`config.mk`:
```
export PLATFORM = sky130hd
export DESIGN_NAME = sma_cell
export DESIGN_NICKNAME = d
export VERILOG_FILES = /design/src/rtl/sma_pkg.sv /design/src/rtl/sma_cell.sv
export SDC_FILE = /design/constraint.sdc
export NUM_CORES = 1
export LEC_CHECK = 0
export ABC_AREA = 0
export BUFFER_PORTS_ARGS = -buffer_cell sky130_fd_sc_hd__buf_4
export CORE_ASPECT_RATIO = 0.8
export CORE_MARGIN = 5
export CORE_UTILIZATION = 38
export CTS_CLUSTER_DIAMETER = 30
export DETAILED_ROUTE_END_ITERATION = 10
export GPL_TIMING_DRIVEN = 0
export MAX_ROUTING_LAYER = met4
export PLACE_DENSITY = 0.74
export SLEW_MARGIN = 30
export SYNTH_ARGS = -nofsm -noshare
export SYNTH_HDL_FRONTEND = slang
export SYNTH_SLANG_ARGS = --single-unit
```
`constraint.sdc`:
```
create_clock -name aclk -period 1.6 [get_ports aclk]
set_clock_uncertainty 0.15 [all_clocks]
set_input_delay 0.16 -clock aclk [delete_from_list [all_inputs] [get_ports aclk]]
set_output_delay 0.16 -clock aclk [all_outputs]
set_load 0.02 [all_outputs]
```
`src/rtl/sma_pkg.sv`:
```
`timescale 1ns / 1ps
`default_nettype none
// ----------------------------------------------------------------------------
// sma_pkg: shared types and constants of the stack machine arithmetic unit
// Stack size, instruction and status codes, cell commands and the divider
// request bundle.
// ----------------------------------------------------------------------------
package sma_pkg;

    // stack geometry
    localparam int STACK_DEPTH = 256;
    localparam int CNT_W       = $clog2(STACK_DEPTH + 1);
    localparam int WORD_W      = 32;
    localparam int DEPTH_OUT_W = 9;

    // instruction codes
    typedef enum logic [2:0] {
        ACT_PUSH = 3'd0,
        ACT_SWAP = 3'd1,
        ACT_ADD  = 3'd2,
        ACT_SUB  = 3'd3,
        ACT_DIV  = 3'd4,
        ACT_MUL  = 3'd5,
        ACT_MOD  = 3'd6
    } action_t;

    // result status codes
    typedef enum logic [1:0] {
        STAT_OK      = 2'd0,
        STAT_SHORT   = 2'd1,
        STAT_DIVZERO = 2'd2,
        STAT_FULL    = 2'd3
    } status_t;

    // per-cell shift command
    typedef enum logic [1:0] {
        CELL_HOLD     = 2'd0,
        CELL_SHIFT_DN = 2'd1,   // take the word of the cell above (toward top)
        CELL_SHIFT_UP = 2'd2    // take the word of the cell below
    } cell_cmd_t;

    // sequencer states
    typedef enum logic [1:0] {
        S_IDLE = 2'd0,
        S_DIV  = 2'd1,
        S_WB   = 2'd2
    } state_t;

    // divider request
    typedef struct packed {
        logic start;
        logic is_mod;
    } div_req_t;

endpackage

`default_nettype wire

```
`src/rtl/sma_cell.sv`:
```
`timescale 1ns / 1ps
`default_nettype none
// ----------------------------------------------------------------------------
// sma_cell: one stack entry
// Holds one word and loads from the neighbor above or below on command.
// ----------------------------------------------------------------------------
module sma_cell (
    input  wire logic                       aclk,
    input  wire sma_pkg::cell_cmd_t         cmd,
    input  wire logic [sma_pkg::WORD_W-1:0] prev_data,
    input  wire logic [sma_pkg::WORD_W-1:0] next_data,
    output logic      [sma_pkg::WORD_W-1:0] data
);
    import sma_pkg::*;

    logic [WORD_W-1:0] data_reg;
    logic [WORD_W-1:0] data_next;

    // shift selection
    always_comb begin
        data_next = data_reg;
        unique case (cmd)
            CELL_SHIFT_DN: data_next = prev_data;
            CELL_SHIFT_UP: data_next = next_data;
            default:       data_next = data_reg;
        endcase
    end

    always_ff @(posedge aclk) begin
        data_reg <= data_next;
    end

    assign data = data_reg;

endmodule

`default_nettype wire

```
==> results of run 1 <==
-- worst max-delay path, stage by stage --
cell	delay [ns]
buf_4	0.08
inv_1	0.03
ha_1	0.31
clkinvlp_4	0.55
-- path summary, 6_finish.rpt --
check                       endpoint     startpoint  depth (start not counted)  slack [ns]
setup / recovery  data[23]$_DFFE_PP_         cmd[0]                          4        0.13
hold / removal    data[12]$_DFFE_PP_  prev_data[12]                          2        0.04
-- layout make-up --
type / count / share of cell area, %
Buffer: 4 / 2.95
Clock buffer: 7 / 3.16
Clock inverter: 1 / 0.156
Inverter: 2 / 0.467
Multi-Input combinational cell: 33 / 20.1
Sequential cell: 32 / 39.8
Tap cell: 55 / 2.85
Timing Repair Buffer: 98 / 30.5
-- cell families after synthesis --
logic type  after synthesis  synth area share, %
fa+ha+maj                 1                0.820
buf+inv                   6                 5.17
flops                    32                 63.0
mux                      32                 31.0
-- synthesized netlist by cell type --
library cell | number | area share, %
edfxtp_1 | 32 | 63
mux2_4 | 30 | 30
buf_12 | 3 | 3.9
inv_1 | 2 | 0.49
mux2_2 | 2 | 1.5
buf_6 | 1 | 0.74
ha_1 | 1 | 0.82
-- metal layers --
metal,wire length (microns),vias to the layer above,GRT usage [%]
met1,1180,493,13.5
met2,2060,37,25.5
met4,24,0,3.16
met5,0,-,-
li1,-,482,-
met3,164,2,3.38
-- power by group through the flow --
stage               sequential, mW  clock, mW  combinational, mW
CTS                           1.10      0.592              0.655
detailed placement            1.12          0              0.654
global placement              1.12          0              0.645
finish                        1.10      0.569              0.644
floorplan                     1.28          0              0.166
global route                  1.11      0.638              0.679
-- stage by stage --
| stage | hold WS [ns] | TNS [ns] | util, % |
|---|---|---|---|
| floorplan | 0.227 | 0 | - |
| global placement | 0.311 | -4.36 | 60.9 |
| detailed placement | 0.314 | -5.66 | 60.9 |
| CTS | 0.0268 | 0 | 63.0 |
| global route | 0.0185 | 0 | 63.0 |
| finish | 0.0369 | 0 | 63.0 |
==> results.md, run 1 <==
- Outcome: finished, final reports clean
- LEAKAGE: 1.10 nW
- Power Dens Cells: 959 nW/um^2
- CTS sink cnt: 32
- Die Wd: around 81 microns
- Pin count of the biggest net entering global routing: 33
- DRC: 0
- Setup Fix Bufs, Post-CTS: 0
- Post-Layout Cell Count: 232
- Initial antenna violation count: 0
- Die Ht: between 60 and 70 microns
- Final setup vio count: 0
- Worst slew margin: 55.8%
- Initial DRC Count: 38
- Ratio of cells with drive above 1 in the final layout: 79.1%
- Internal power: 1.72 mW
- Final Max Slew Viols: 0
- Commonest non-fill, non-tap cell in the layout: buf_4
- Worst EP required: 1.26 ns
- Post-layout min period: 1.47 ns
- Post-cts sizing count: 0
- Sequential Area: 961 sq um
- Number of global-route vias before repair: 1130
- Crit Path Max Fanout: 32
- Cell Rows: 20
- Pre-CTS WS: -0.179 ns
- Fillers: 300
- Comb power frac: 27.8%
- Commonest cells after routing, fill and taps aside: buf_4 (98), edfxtp_1 (32), mux2_4 (30)
- Worst-path clk slew: 0.06 ns
- Switch Pwr: about 590 uW
- Io pins: 99
- DR vias/cell: 4.37
- HP Class: input port to flip-flop
- Area of the multi-input gates: 485 sq um
- RSZ-0062 raised after global routing: false
- Layout area overhead: 58.2%
- N_diodes: 0
- Max reg flops: 32
- CTS tree: yes
- Overall power: between 2 and 2.5 mW
- H-tree depth: 2
- CP Class: input port to flip-flop
- Total gr overflow: 0
- Core Area: 3830 sq um
- Worst Setup Start Kind: input port
- Fin worst setup slack: 0.131 ns
- Final WL: approximately 3.4 mm
- Post-Place Cells: about 220
- Clock share of power: roughly a quarter
- Fin nets: 244
- Post-Syn Nets: 139
- Post-synthesis sequential area ratio: 63.0%
- Die ar.: 5390 sq um
- Register bit count reported by yosys: 32
- Syn Area/Cell: 21.5 sq um
- TritonCTS buffer count: 5
- GP Congestion: around 0.74
- DRT antenna net count: 0
- Drt wl/cell: ~15 microns
- Max-cap violation count: 0
- Fin. Hold Viols: 0
- Post-synth cell types: 7
- Ratio of final minimum period to clock period: 91.8%
- CTS Buffer Depth: 2
- Port bufs: 98
- DR vias: 1014
- All-Layer GR Usage: 13.3%
- Switching Share: 25.6%
- TritonRoute pass-1 iters: 3
- Worst slew pin tran: 0.662 ns
- F_max: 0.681 GHz
- Reg power frac: 47.6%
- Cells after synthesis: 71
- Final Instance Area: 2410 sq um
- Initial core utilization: 39.8%
- Placed cell areas: 2330 sq um
- Worst Path Arrival: 1.13 ns
- Worst ir drop on vdd: 0.000563 V
- Kind of end point of the critical path: flip-flop
- Root Buffer: clkbuf_8
- CTS Hold Bufs: 0
- Cell area after synthesis: 1530 sq um
- First-pass GRT wire length: a little over 5 mm
- Synth warnings: 0
Note: power is estimated with default switching activity, not from simulation.
==> run 2, diff against run 1 <==
--- a/config.mk
+++ b/config.mk
@@ -6,6 +6,7 @@
 export NUM_CORES = 1
 export LEC_CHECK = 0
 export ABC_AREA = 0
+export ABC_CLOCK_PERIOD_IN_PS = 1600
 export BUFFER_PORTS_ARGS = -buffer_cell sky130_fd_sc_hd__buf_4
 export CORE_ASPECT_RATIO = 0.8
 export CORE_MARGIN = 5
@@ -15,6 +16,7 @@
 export GPL_TIMING_DRIVEN = 0
 export MAX_ROUTING_LAYER = met4
 export PLACE_DENSITY = 0.74
+export REMOVE_ABC_BUFFERS = 1
 export SLEW_MARGIN = 30
 export SYNTH_ARGS = -nofsm -noshare
 export SYNTH_HDL_FRONTEND = slang
==> run 2 against run 1 <==
Net effect:
- combinational power down 3%
- setup slack worse by 0.038 ns
- cell count down 1.3%
- clock-buffer cell count unchanged
- maximum frequency down 2.5%
- critical endpoint is now data[30]$_DFFE_PP_
- power down 0.54%
- worst hold slack worse by 0.0074 ns
==> results.md, run 2 (synthesis results as in run 1) <==
- GRT busiest layer: met2 (unchanged)
- LEAKAGE: 1.08 nW (was 1.10 nW)
- F_max: 0.664 GHz (was 0.681 GHz)
- Layout area overhead: 54.8% (was 58.2%)
- Kind of end point of the critical path: flip-flop (unchanged)
- Cell Rows: 20 (unchanged)
- Detailed Place HPWL: 2.74 mm
- Max-cap violation count: 0 (unchanged)
- Sequential Area: 961 sq um (unchanged)
- Commonest non-fill, non-tap cell in the layout: buf_4 (unchanged)
- DR vias: 998 (was 1014)
- CTS Hold Bufs: 0 (unchanged)
- Outcome: finished, final reports clean (unchanged)
- Die ar.: 5390 sq um (unchanged)
- Max stage delay cell, worst path: ha_2 (was clkinvlp_4)
- Ratio of cells with drive above 1 in the final layout: 79.3% (was 79.1%)
- Drt wl/cell: 14.5 microns (was 14.8 microns)
- Hold endpoint: data[7]$_DFFE_PP_ (was data[12]$_DFFE_PP_)
- Post-Place Cells: 221 (was 224)
- GP Congestion: 0.679 (was 0.740)
- Hold wc startpoint: next_data[7] (was prev_data[12])
- Post-cts sizing count: 0 (unchanged)
- Max reg flops: 32 (unchanged)
- Worst ir drop on vdd: 0.000480 V (was 0.000563 V)
- DRC: 0 (unchanged)
- DR vias/cell: 4.36 (was 4.37)
- Met2 usage in global routing: 21.1% (was 25.5%)
- Core Area: 3830 sq um (unchanged)
- Total gr overflow: 0 (unchanged)
- Slowest cell delay on critical path: 0.45 ns (was 0.55 ns)
- Met3 Use GR: 7.43% (was 3.38%)
- TritonCTS buffer count: 5 (unchanged)
- Port bufs: 98 (unchanged)
- CP Class: input port to flip-flop (unchanged)
- Final setup vio count: 0 (unchanged)
- Crit Path Max Fanout: 21 (was 32)
- Fin nets: 241 (was 244)
- Final Max Slew Viols: 0 (unchanged)
- Fillers: 308 (was 300)
- RSZ-0062 raised after global routing: false (unchanged)
- Worst setup startpoint: cmd[0] (unchanged)
- First-pass GRT wire length: 4.98 mm (was 5.16 mm)
- Final WL: 3.33 mm (was 3.43 mm)
- Area of the multi-input gates: 488 sq um (was 485 sq um)
- CTS tree: yes (unchanged)
- Worst slew margin: 56.2% (was 55.8%)
- Worst Setup Start Kind: input port (unchanged)
- H-tree depth: 2 (unchanged)
- Worst EP required: 1.48 ns (was 1.26 ns)
- Power Dens Cells: 975 nW/um^2 (was 959 nW/um^2)
- N_diodes: 0 (unchanged)
- Post-Layout Cell Count: 229 (was 232)
- Met1 Use GR: 14.4% (was 13.5%)
- Ratio of final minimum period to clock period: 94.2% (was 91.8%)
- CTS Buffer Depth: 2 (unchanged)
- DRT antenna net count: 0 (unchanged)
- Pin count of the biggest net entering global routing: 33 (unchanged)
- Die Wd: 80.8 microns (unchanged)
- HP Class: input port to flip-flop (unchanged)
- Placed cell areas: 2280 sq um (was 2330 sq um)
- Initial antenna violation count: 0 (unchanged)
- Initial DRC Count: 32 (was 38)
- Fin. Hold Viols: 0 (unchanged)
- Root Buffer: clkbuf_8 (unchanged)
- Die Ht: 66.7 microns (unchanged)
- Hold Crit Depth: 2 (unchanged)
- Post-layout min period: 1.51 ns (was 1.47 ns)
- Number of global-route vias before repair: 1081 (was 1130)
- CTS sink cnt: 32 (unchanged)
- Setup Fix Bufs, Post-CTS: 0 (unchanged)
- Final Instance Area: 2360 sq um (was 2410 sq um)
- Crit path cell chain: buf_4, inv_1, ha_2, buf_12, mux2_2 (was buf_4, inv_1, ha_1, clkinvlp_4)
- Commonest cells after routing, fill and taps aside: buf_4 (98), edfxtp_1 (32), mux2_4 (30) (unchanged)
- Initial core utilization: 39.8% (unchanged)
- Worst-path clk slew: 0.06 ns (about the same)
- Worst slew pin tran: 0.656 ns (was 0.662 ns)
- TritonRoute pass-1 iters: 2 (was 3)
- Worst Path Arrival: 1.38 ns (was 1.13 ns)
- All-Layer GR Usage: 13.4% (was 13.3%)
- Io pins: 99 (unchanged)
==> run 2: cell count changes in the layout (fill, tap and decap cells not counted) <==
cell,delta
buf_12,-2
buf_6,-1
clkinvlp_4,-1
ha_1,-1
ha_2,+1
inv_2,+1
==> run 2: metrics by stage <==
step           util, %  setup TNS, ns  power (mW)  hold WS, ns  setup WS [ns]
2_1_floorplan        -         -20.01        1.42        0.228         -0.662
3_3_place_gp      59.0         -40.31        1.75        0.311          -1.02
3_5_place_dp      59.6          -4.07        1.76        0.313         -0.213
4_1_cts           61.7              0        2.34       0.0190         0.0889
5_1_grt           61.7              0        2.40       0.0166         0.0254
6_report          61.7              0        2.30       0.0296         0.0929
==> run 2: cell type report <==
cell class	instances	area share, %
Inverter	2	0.318
Clock inverter	1	0.159
Tap cell	55	2.91
Timing Repair Buffer	99	32.0
Sequential cell	32	40.7
Clock buffer	7	3.23
Multi-Input combinational cell	33	20.7
==> run 2: worst max-delay path by stage <==
stage	end	slack (ns)	cells after the start
after floorplan	data[30]$_DFFE_PP_	-0.66	3
after global routing	data[30]$_DFFE_PP_	0.03	5
final	data[30]$_DFFE_PP_	0.09	5
after CTS	data[30]$_DFFE_PP_	0.09	5
after global placement	data[30]$_DFFE_PP_	-1.02	4
after detailed placement	data[30]$_DFFE_PP_	-0.21	5
==> run 2: worst max-delay path: cells and delay by family <==
| family | cells | cell delay, ns |
|---|---|---|
| adder cells (fa/ha/maj) | 1 | 0.45 |
| buffers and inverters | 3 | 0.41 |
| multiplexers | 1 | 0.36 |
==> run 2: report_power, final <==
group          internal (mW)  switching [mW]
Combinational          0.339           0.288
Sequential              1.07          0.0347
Clock                  0.302           0.269
==> run 2: routing by layer <==
metal	vias up	part of all wire (%)
met5	-	0
met4	0	0.87
met2	63	49
met1	456	37
met3	4	13
li1	475	-
