==> config.mk <==
export PLATFORM = sky130hd
export DESIGN_NAME = sma_div
export DESIGN_NICKNAME = d
export VERILOG_FILES = /design/src/rtl/sma_pkg.sv /design/src/rtl/sma_div.sv
export SDC_FILE = /design/constraint.sdc
export NUM_CORES = 1
export LEC_CHECK = 0
export BUFFER_PORTS_ARGS = -buffer_cell sky130_fd_sc_hd__buf_2
export CORE_MARGIN = 2
export CORE_UTILIZATION = 60
export DETAILED_ROUTE_END_ITERATION = 8
export HOLD_SLACK_MARGIN = 0.03
export PLACE_DENSITY = 0.92
export SLEW_MARGIN = 20
export SYNTH_ARGS = -nofsm -noshare
export SYNTH_HDL_FRONTEND = slang
export SYNTH_SLANG_ARGS = --single-unit
export TNS_END_PERCENT = 100
==> constraint.sdc <==
create_clock -name aclk -period 4.7 [get_ports aclk]
set_clock_uncertainty 0.1 [all_clocks]
set_input_delay 1.41 -clock aclk [delete_from_list [all_inputs] [get_ports aclk]]
set_output_delay 1.41 -clock aclk [all_outputs]
set_load 0.01 [all_outputs]
==> src/rtl/sma_pkg.sv <==
`timescale 1ns / 1ps
`default_nettype none
// ----------------------------------------------------------------------------
// sma_pkg: shared types and constants of the stack machine arithmetic unit
// Stack size, instruction and status codes, cell commands and the divider
// request bundle.
// ----------------------------------------------------------------------------
package sma_pkg;

    // stack geometry
    localparam int STACK_DEPTH = 256;
    localparam int CNT_W       = $clog2(STACK_DEPTH + 1);
    localparam int WORD_W      = 32;
    localparam int DEPTH_OUT_W = 9;

    // instruction codes
    typedef enum logic [2:0] {
        ACT_PUSH = 3'd0,
        ACT_SWAP = 3'd1,
        ACT_ADD  = 3'd2,
        ACT_SUB  = 3'd3,
        ACT_DIV  = 3'd4,
        ACT_MUL  = 3'd5,
        ACT_MOD  = 3'd6
    } action_t;

    // result status codes
    typedef enum logic [1:0] {
        STAT_OK      = 2'd0,
        STAT_SHORT   = 2'd1,
        STAT_DIVZERO = 2'd2,
        STAT_FULL    = 2'd3
    } status_t;

    // per-cell shift command
    typedef enum logic [1:0] {
        CELL_HOLD     = 2'd0,
        CELL_SHIFT_DN = 2'd1,   // take the word of the cell above (toward top)
        CELL_SHIFT_UP = 2'd2    // take the word of the cell below
    } cell_cmd_t;

    // sequencer states
    typedef enum logic [1:0] {
        S_IDLE = 2'd0,
        S_DIV  = 2'd1,
        S_WB   = 2'd2
    } state_t;

    // divider request
    typedef struct packed {
        logic start;
        logic is_mod;
    } div_req_t;

endpackage

`default_nettype wire

==> src/rtl/sma_div.sv <==
`timescale 1ns / 1ps
`default_nettype none
// ----------------------------------------------------------------------------
// sma_div: iterative signed divider
// Restoring radix-2 division of magnitudes, one quotient bit per cycle, then
// a sign fix. Gives the truncated quotient or the dividend-signed remainder.
// ----------------------------------------------------------------------------
module sma_div (
    input  wire logic                       aclk,
    input  wire logic                       aresetn,
    input  wire sma_pkg::div_req_t          req,
    input  wire logic [sma_pkg::WORD_W-1:0] dividend,
    input  wire logic [sma_pkg::WORD_W-1:0] divisor,
    output logic                            done,
    output logic      [sma_pkg::WORD_W-1:0] result
);
    import sma_pkg::*;

    localparam int STEP_W = $clog2(WORD_W);

    logic              busy_reg, busy_next;
    logic              fix_reg, fix_next;
    logic              done_reg, done_next;
    logic [STEP_W-1:0] cnt_reg, cnt_next;
    logic [WORD_W-1:0] rem_reg, rem_next;
    logic [WORD_W-1:0] quo_reg, quo_next;
    logic [WORD_W-1:0] dvs_reg, dvs_next;
    logic              qneg_reg, qneg_next;
    logic              rneg_reg, rneg_next;
    logic              mod_reg, mod_next;
    logic [WORD_W-1:0] result_reg, result_next;

    logic [WORD_W:0]   rem_sh;
    logic              ge;
    logic [WORD_W-1:0] rem_step;

    function automatic logic [WORD_W-1:0] magnitude(input logic [WORD_W-1:0] x);
        return x[WORD_W-1] ? (~x + 1'b1) : x;
    endfunction

    // one restoring step
    assign rem_sh   = {rem_reg, quo_reg[WORD_W-1]};
    assign ge       = rem_sh >= {1'b0, dvs_reg};
    assign rem_step = ge ? WORD_W'(rem_sh - {1'b0, dvs_reg}) : rem_sh[WORD_W-1:0];

    always_comb begin
        busy_next   = busy_reg;
        fix_next    = 1'b0;
        done_next   = 1'b0;
        cnt_next    = cnt_reg;
        rem_next    = rem_reg;
        quo_next    = quo_reg;
        dvs_next    = dvs_reg;
        qneg_next   = qneg_reg;
        rneg_next   = rneg_reg;
        mod_next    = mod_reg;
        result_next = result_reg;
        if (req.start) begin
            busy_next = 1'b1;
            cnt_next  = '0;
            rem_next  = '0;
            quo_next  = magnitude(dividend);
            dvs_next  = magnitude(divisor);
            qneg_next = dividend[WORD_W-1] ^ divisor[WORD_W-1];
            rneg_next = dividend[WORD_W-1];
            mod_next  = req.is_mod;
        end else if (busy_reg) begin
            rem_next = rem_step;
            quo_next = {quo_reg[WORD_W-2:0], ge};
            cnt_next = cnt_reg + 1'b1;
            if (cnt_reg == STEP_W'(WORD_W - 1)) begin
                busy_next = 1'b0;
                fix_next  = 1'b1;
            end
        end else if (fix_reg) begin
            // sign fix
            done_next = 1'b1;
            if (mod_reg) begin
                result_next = rneg_reg ? (~rem_reg + 1'b1) : rem_reg;
            end else begin
                result_next = qneg_reg ? (~quo_reg + 1'b1) : quo_reg;
            end
        end
    end

    always_ff @(posedge aclk) begin
        if (!aresetn) begin
            busy_reg <= 1'b0;
            fix_reg  <= 1'b0;
            done_reg <= 1'b0;
            cnt_reg  <= '0;
        end else begin
            busy_reg <= busy_next;
            fix_reg  <= fix_next;
            done_reg <= done_next;
            cnt_reg  <= cnt_next;
        end
    end

    always_ff @(posedge aclk) begin
        rem_reg    <= rem_next;
        quo_reg    <= quo_next;
        dvs_reg    <= dvs_next;
        qneg_reg   <= qneg_next;
        rneg_reg   <= rneg_next;
        mod_reg    <= mod_next;
        result_reg <= result_next;
    end

    assign done   = done_reg;
    assign result = result_reg;

endmodule

`default_nettype wire

==> reports/metrics.yaml, run 1 <==
synth_top_family_by_area: "compound AO/OA/AOI/OAI gates"
dp_hpwl_microns: 18390
crit_required_ps: 4750
syn_to_final_growth_pct: 12.33
setup_tns_ps: 0
clockBufferDepth: 2
synth_compound_area_frac: 0.2129
startpoint: "dividend[8]"
worstRegToRegCells: 11
dieArea_sq_um: 17710
hold_depth: 1
busiest_layer: "met2"
coreArea_sq_um: 16410
cellLeakagePower_uw: 0.004377
wirelength_microns: 25590
cts_root_buf: "clkbuf_16"
cp_slowest_cell: "or4_1"
ys_ff_latch: 139
ys_types: 63
grtUsageMet3: 0.04376
setup_viol: 0
worst_pin_slew_ps: 979.1
rr_endpoint: "rem_reg[24]"
clock_latency_ps: 440
syn_area_sq_um: 9998
async_flop_share: 0
cp_top_family: "simple AND/OR/NAND/NOR gates"
ctsResizeCount: 0
r2r_slack_ps: 790
muxShareOfSynthArea: 0.007008
first_pass_iters: 5
cp.arrival_ps: 4230
path_cells: "buf_2 > or4_1 > or3_1 > or4_4 > or3_1 > or4_1 > o31ai_1 > xor2_1 > a21oi_1"
grt_pass1_vias: 8537
end_kind: "flop"
whs_ps: 380.0
design_area_sq_um: 11230
start_kind: "input pin"
drtIter0Drc: 951
antenna_cells: 0
yosysSeqAreaShare: 0.3774
cp-endpoint: "quo_reg[26]"
slew_violations: 0
outcome: "completed"
p_per_area_nw_per_um2: 350.0
gr-total-overflow: 0
die_w_microns: 133.1
grt_usage: 0.2901
num_rows: 47
cp.depth: 9
slew_headroom: 0.3473
wl_per_cell_microns: 17.77
fmax_mhz: 239.0
min_period_over_period: 0.8902
pre_cts_ws_ps: 71.76
synth_top_flop_cell: "edfxtp_1"
path_class: "in -> reg"
vias: 9061
synth-simple-area-share: 0.1831
peakVddDrop_mv: 0.2703
start_util: 0.6094
port-buffer-count: 100
postCtsSetupBuffers: 0
hold_viol: 0
syn_nets: 1248
grt_pass1_wl_microns: 41460
cts_tree: "yes"
cts.clk_slew.worst_paths_ps: 60
viasPerCell: 6.292
max_stage_delay_ps: 540
fin_nets: 1314
max-cap-violations: 0
syn_inst: 1141
synth_xor_area_frac: 0.1288
placed_area_sq_um: 10630
hp-class: "reg -> reg"
post-route-worst-setup-slack_ps: 516.0
grtUsageMet1: 0.3644
antenna_found_initial: 0
drtAntennaViolNets: 0
cts_hold_buf: 0
ys_warn_count: 0
htree_levels: 4
cts_inserted_buffers: 17
grt_max_degree: 74
synth-adder-area-share: 0.04956
drc_errors: 0
synth_edf_count: 99
syn_area_per_cell_sq_um: 8.763
critPathMaxFanout: 4
numClockSinks: 139
rr_startpoint: "rem_reg[6]"
die_y_microns: 133.1
finalCriticalPeriod_ps: 4184
gp_congestion: 0.8952
io_pins: 101
layout-drive-gt1-share: 0.1361
rsz0062_at_grt: "no"
grtUsageMet2: 0.5023
cp.buffers_inverters: 1
where the power goes:
| part | switching (uW) | total, uW | internal (uW) |
|---|---|---|---|
| clock network | 552 | 1370 | 815 |
| logic | 611 | 1010 | 399 |
| registers | 120 | 1550 | 1430 |
worst min path at each step:
stage / from / to / slack (ps)
after floorplan: fix_reg / done / 350
after detailed placement: fix_reg / done / 370
final: fix_reg / done / 380
after global routing: fix_reg / done / 410
after CTS: fix_reg / done / 380
after global placement: fix_reg / done / 360
cell type report:
type / count / area, sq um
timing repair buffer: 113 / 600.6
sequential: 139 / 3774
clock inverter: 12 / 138.9
tap: 220 / 275.3
fill: 1255 / 5176
inverter: 44 / 165.2
multi-input combinational: 892 / 5821
clock buffer: 20 / 456.7
per-stage QoR:
| stage | instances | total power [uW] | util |
|---|---|---|---|
| 3_3_place_gp | 1408 | 2521 | 0.6481 |
| 2_1_floorplan | 1141 | 2272 | - |
| 3_5_place_dp | 1408 | 2553 | 0.6481 |
| 4_1_cts | 1440 | 3916 | 0.6844 |
| 5_1_grt | 1440 | 4102 | 0.6845 |
| 6_report | 1440 | 3931 | 0.6845 |
Yosys cell counts (all sizes together) (12+ instances only):
cell,number,share of area
nor2,105,0.039
edfxtp,99,0.30
nand2,98,0.037
o21ai,90,0.045
a21oi,79,0.040
xnor2,79,0.069
xor2,68,0.060
clkbuf,58,0.022
inv,44,0.017
dfxtp,40,0.080
ha,38,0.048
o31ai,38,0.029
nand3,35,0.018
or4,23,0.020
nor3,21,0.011
o41ai,17,0.016
nand4,15,0.0094
a21o,14,0.011
a311oi,14,0.012
or3,14,0.0098
nand2b,13,0.0081
o211ai,13,0.0098
a211oi,12,0.0090
layer usage:
layer,up-vias,routed length [microns]
li1,4341,-
met1,4332,10330
met2,321,13100
met3,67,1347
met4,0,809
met5,-,0
cell families (layout without fill, tap and decap cells):
kind of cell,count (synthesis),count (layout)
and+or+nand+nor,370,370
AOI/OAI and AO/OA,329,329
xor gates and xnor gates,147,147
DFF,139,139
buffers and inverters,110,189
adders and majority gates,39,39
muxes,7,7
cell usage in the layout (no fill, tap or decap), types with 7 or more instances in the layout:
| cell | instances |
|---|---|
| nor2_1 | 104 |
| edfxtp_1 | 99 |
| buf_2 | 99 |
| nand2_1 | 97 |
| o21ai_0 | 89 |
| a21oi_1 | 79 |
| xnor2_1 | 79 |
| xor2_1 | 68 |
| inv_1 | 44 |
| dfxtp_1 | 40 |
| ha_1 | 38 |
| o31ai_1 | 37 |
| nand3_1 | 35 |
| nor3_1 | 21 |
| or4_1 | 17 |
| clkbuf_16 | 17 |
| o41ai_1 | 15 |
| nand4_1 | 15 |
| a21o_1 | 14 |
| a311oi_1 | 14 |
| buf_4 | 14 |
| o211ai_1 | 13 |
| nand2b_1 | 13 |
| or3_1 | 12 |
| a211oi_1 | 12 |
| nor4_1 | 9 |
| nor2b_1 | 9 |
| a31oi_1 | 9 |
| and3_1 | 7 |
| mux2i_1 | 7 |
| o21a_1 | 7 |
| o21bai_1 | 7 |
No activity file was read; power rests on OpenSTA's default activity.
==> run 2: changes to the inputs <==
RECOVER_POWER = 50   (was unset)
==> reports/metrics.yaml, run 2 (same netlist as run 1, synthesis figures left out) <==
final_common_cell: "nor2_1"
rsz0062_at_grt: "no"
vias: 9089
cts_hold_buf: 0
cellLeakagePower_uw: 0.004305
p_seq_frac: 0.396
drc_errors: 0
postCtsSetupBuffers: 0
dp_hpwl_microns: 18390
wirelength_microns: 25600
mostFrequentLayoutCells: "104 x nor2_1, 99 x edfxtp_1, 97 x nand2_1"
p_int_uw: 2652
hold_path_end: "done"
path_class: "in -> reg"
cp.arrival_ps: 4260
drtAntennaViolNets: 0
cts.clk_slew.worst_paths_ps: 60
cts_inserted_buffers: 17
design_area_sq_um: 11180
start_util: 0.6094
gp_congestion: 0.8952
syn_to_final_growth_pct: 11.86
drtIter0Drc: 864
cts_root_buf: "clkbuf_16"
power.switching_uw: 1284
min_period_over_period: 0.9182
clockBufferDepth: 2
grt_usage: 0.2901
layout-drive-gt1-share: 0.1164
setup_viol: 0
io_pins: 101
pre_cts_ws_ps: 71.76
r2r_slack_ps: 730
crit_required_ps: 4640
gr-total-overflow: 0
num_rows: 47
viasPerCell: 6.312
port-buffer-count: 100
grt_pass1_vias: 8537
rr_startpoint: "rem_reg[6]"
p_comb_frac: 0.257
worstRegToRegCells: 11
fmax_mhz: 231.7
peakVddDrop_mv: 0.2698
slew_headroom: -1.037
finalCriticalPeriod_ps: 4316
hold_viol: 0
antenna_found_initial: 0
critPathMaxFanout: 4
wl_per_cell_microns: 17.78
clock_latency_ps: 440
die_y_microns: 133.1
end_kind: "flop"
p_sw_frac: 0.3262
antenna_cells: 0
hp-class: "reg -> reg"
die_w_microns: 133.1
ctsResizeCount: 0
numClockSinks: 139
hold_depth: 1
failed_checks: "max-capacitance violations, max-slew violations"
setup_tns_ps: 0
max-cap-violations: 5
first_pass_iters: 5
grt_pass1_wl_microns: 41460
htree_levels: 4
cts_tree: "yes"
p_clk_frac: 0.347
rr_endpoint: "rem_reg[16]"
hold_start: "fix_reg"
coreArea_sq_um: 16410
slew_violations: 257
grt_max_degree: 74
start_kind: "input pin"
dieArea_sq_um: 17710
fin_nets: 1314
worst_pin_slew_ps: 3056
outcome: "finished with violations"
placed_area_sq_um: 10630
post-route-worst-setup-slack_ps: 384.3
p_per_area_nw_per_um2: 351.9
==> run 2: power by group through the flow <==
stage               Sequential [uW]  Combinational, uW  Clock, uW
detailed placement             1570                979          0
global placement               1570                952          0
CTS                            1550                996       1370
global route                   1570               1120       1420
finish                         1560               1010       1370
floorplan                      1520                747          0
==> run 2: layout make-up <==
type                            count  area, sq um
Clock inverter                     12        138.9
Timing Repair Buffer              113        556.8
Clock buffer                       20        456.7
Fill cell                        1271         5223
Multi-Input combinational cell    892         5818
Inverter                           44        165.2
Sequential cell                   139         3774
Tap cell                          220        275.3
==> run 2: how the worst max path moves through the flow <==
| stage | startpoint | endpoint | slack [ps] | cells past startpoint |
|---|---|---|---|---|
| floorplan | dividend[8] | quo_reg[26] | 350 | 8 |
| global placement | dividend[8] | quo_reg[26] | 150 | 9 |
| detailed placement | dividend[8] | quo_reg[26] | 70 | 9 |
| CTS | dividend[8] | quo_reg[26] | 530 | 9 |
| global route | req[1] | rem_reg[29] | 260 | 5 |
| finish | dividend[8] | quo_reg[26] | 380 | 9 |
==> run 2: worst max-delay path, cell delays in order <==
cell	delay, ps
buf_2	110
or4_1	540
or3_1	340
or4_4	450
or3_1	370
or4_1	480
o31ai_1	280
xor2_1	180
a21oi_1	100
==> run 2: routing by layer <==
layer | part of all wire | up-vias | GRT usage
met2 | 0.50 | 384 | 0.5023
met5 | 0 | - | 0
li1 | - | 4346 | -
met4 | 0.038 | 0 | 0.1217
met3 | 0.060 | 77 | 0.04376
met1 | 0.40 | 4282 | 0.3644
==> run 2: through the flow <==
stage | power (uW) | instances | hold WS, ps | util
CTS | 3916 | 1440 | 380.7 | 0.6844
detailed placement | 2553 | 1408 | 367.2 | 0.6481
global route | 4106 | 1440 | 411.0 | 0.6817
finish | 3935 | 1440 | 379.6 | 0.6817
global placement | 2521 | 1408 | 363.2 | 0.6481
floorplan | 2272 | 1141 | 351.2 | -
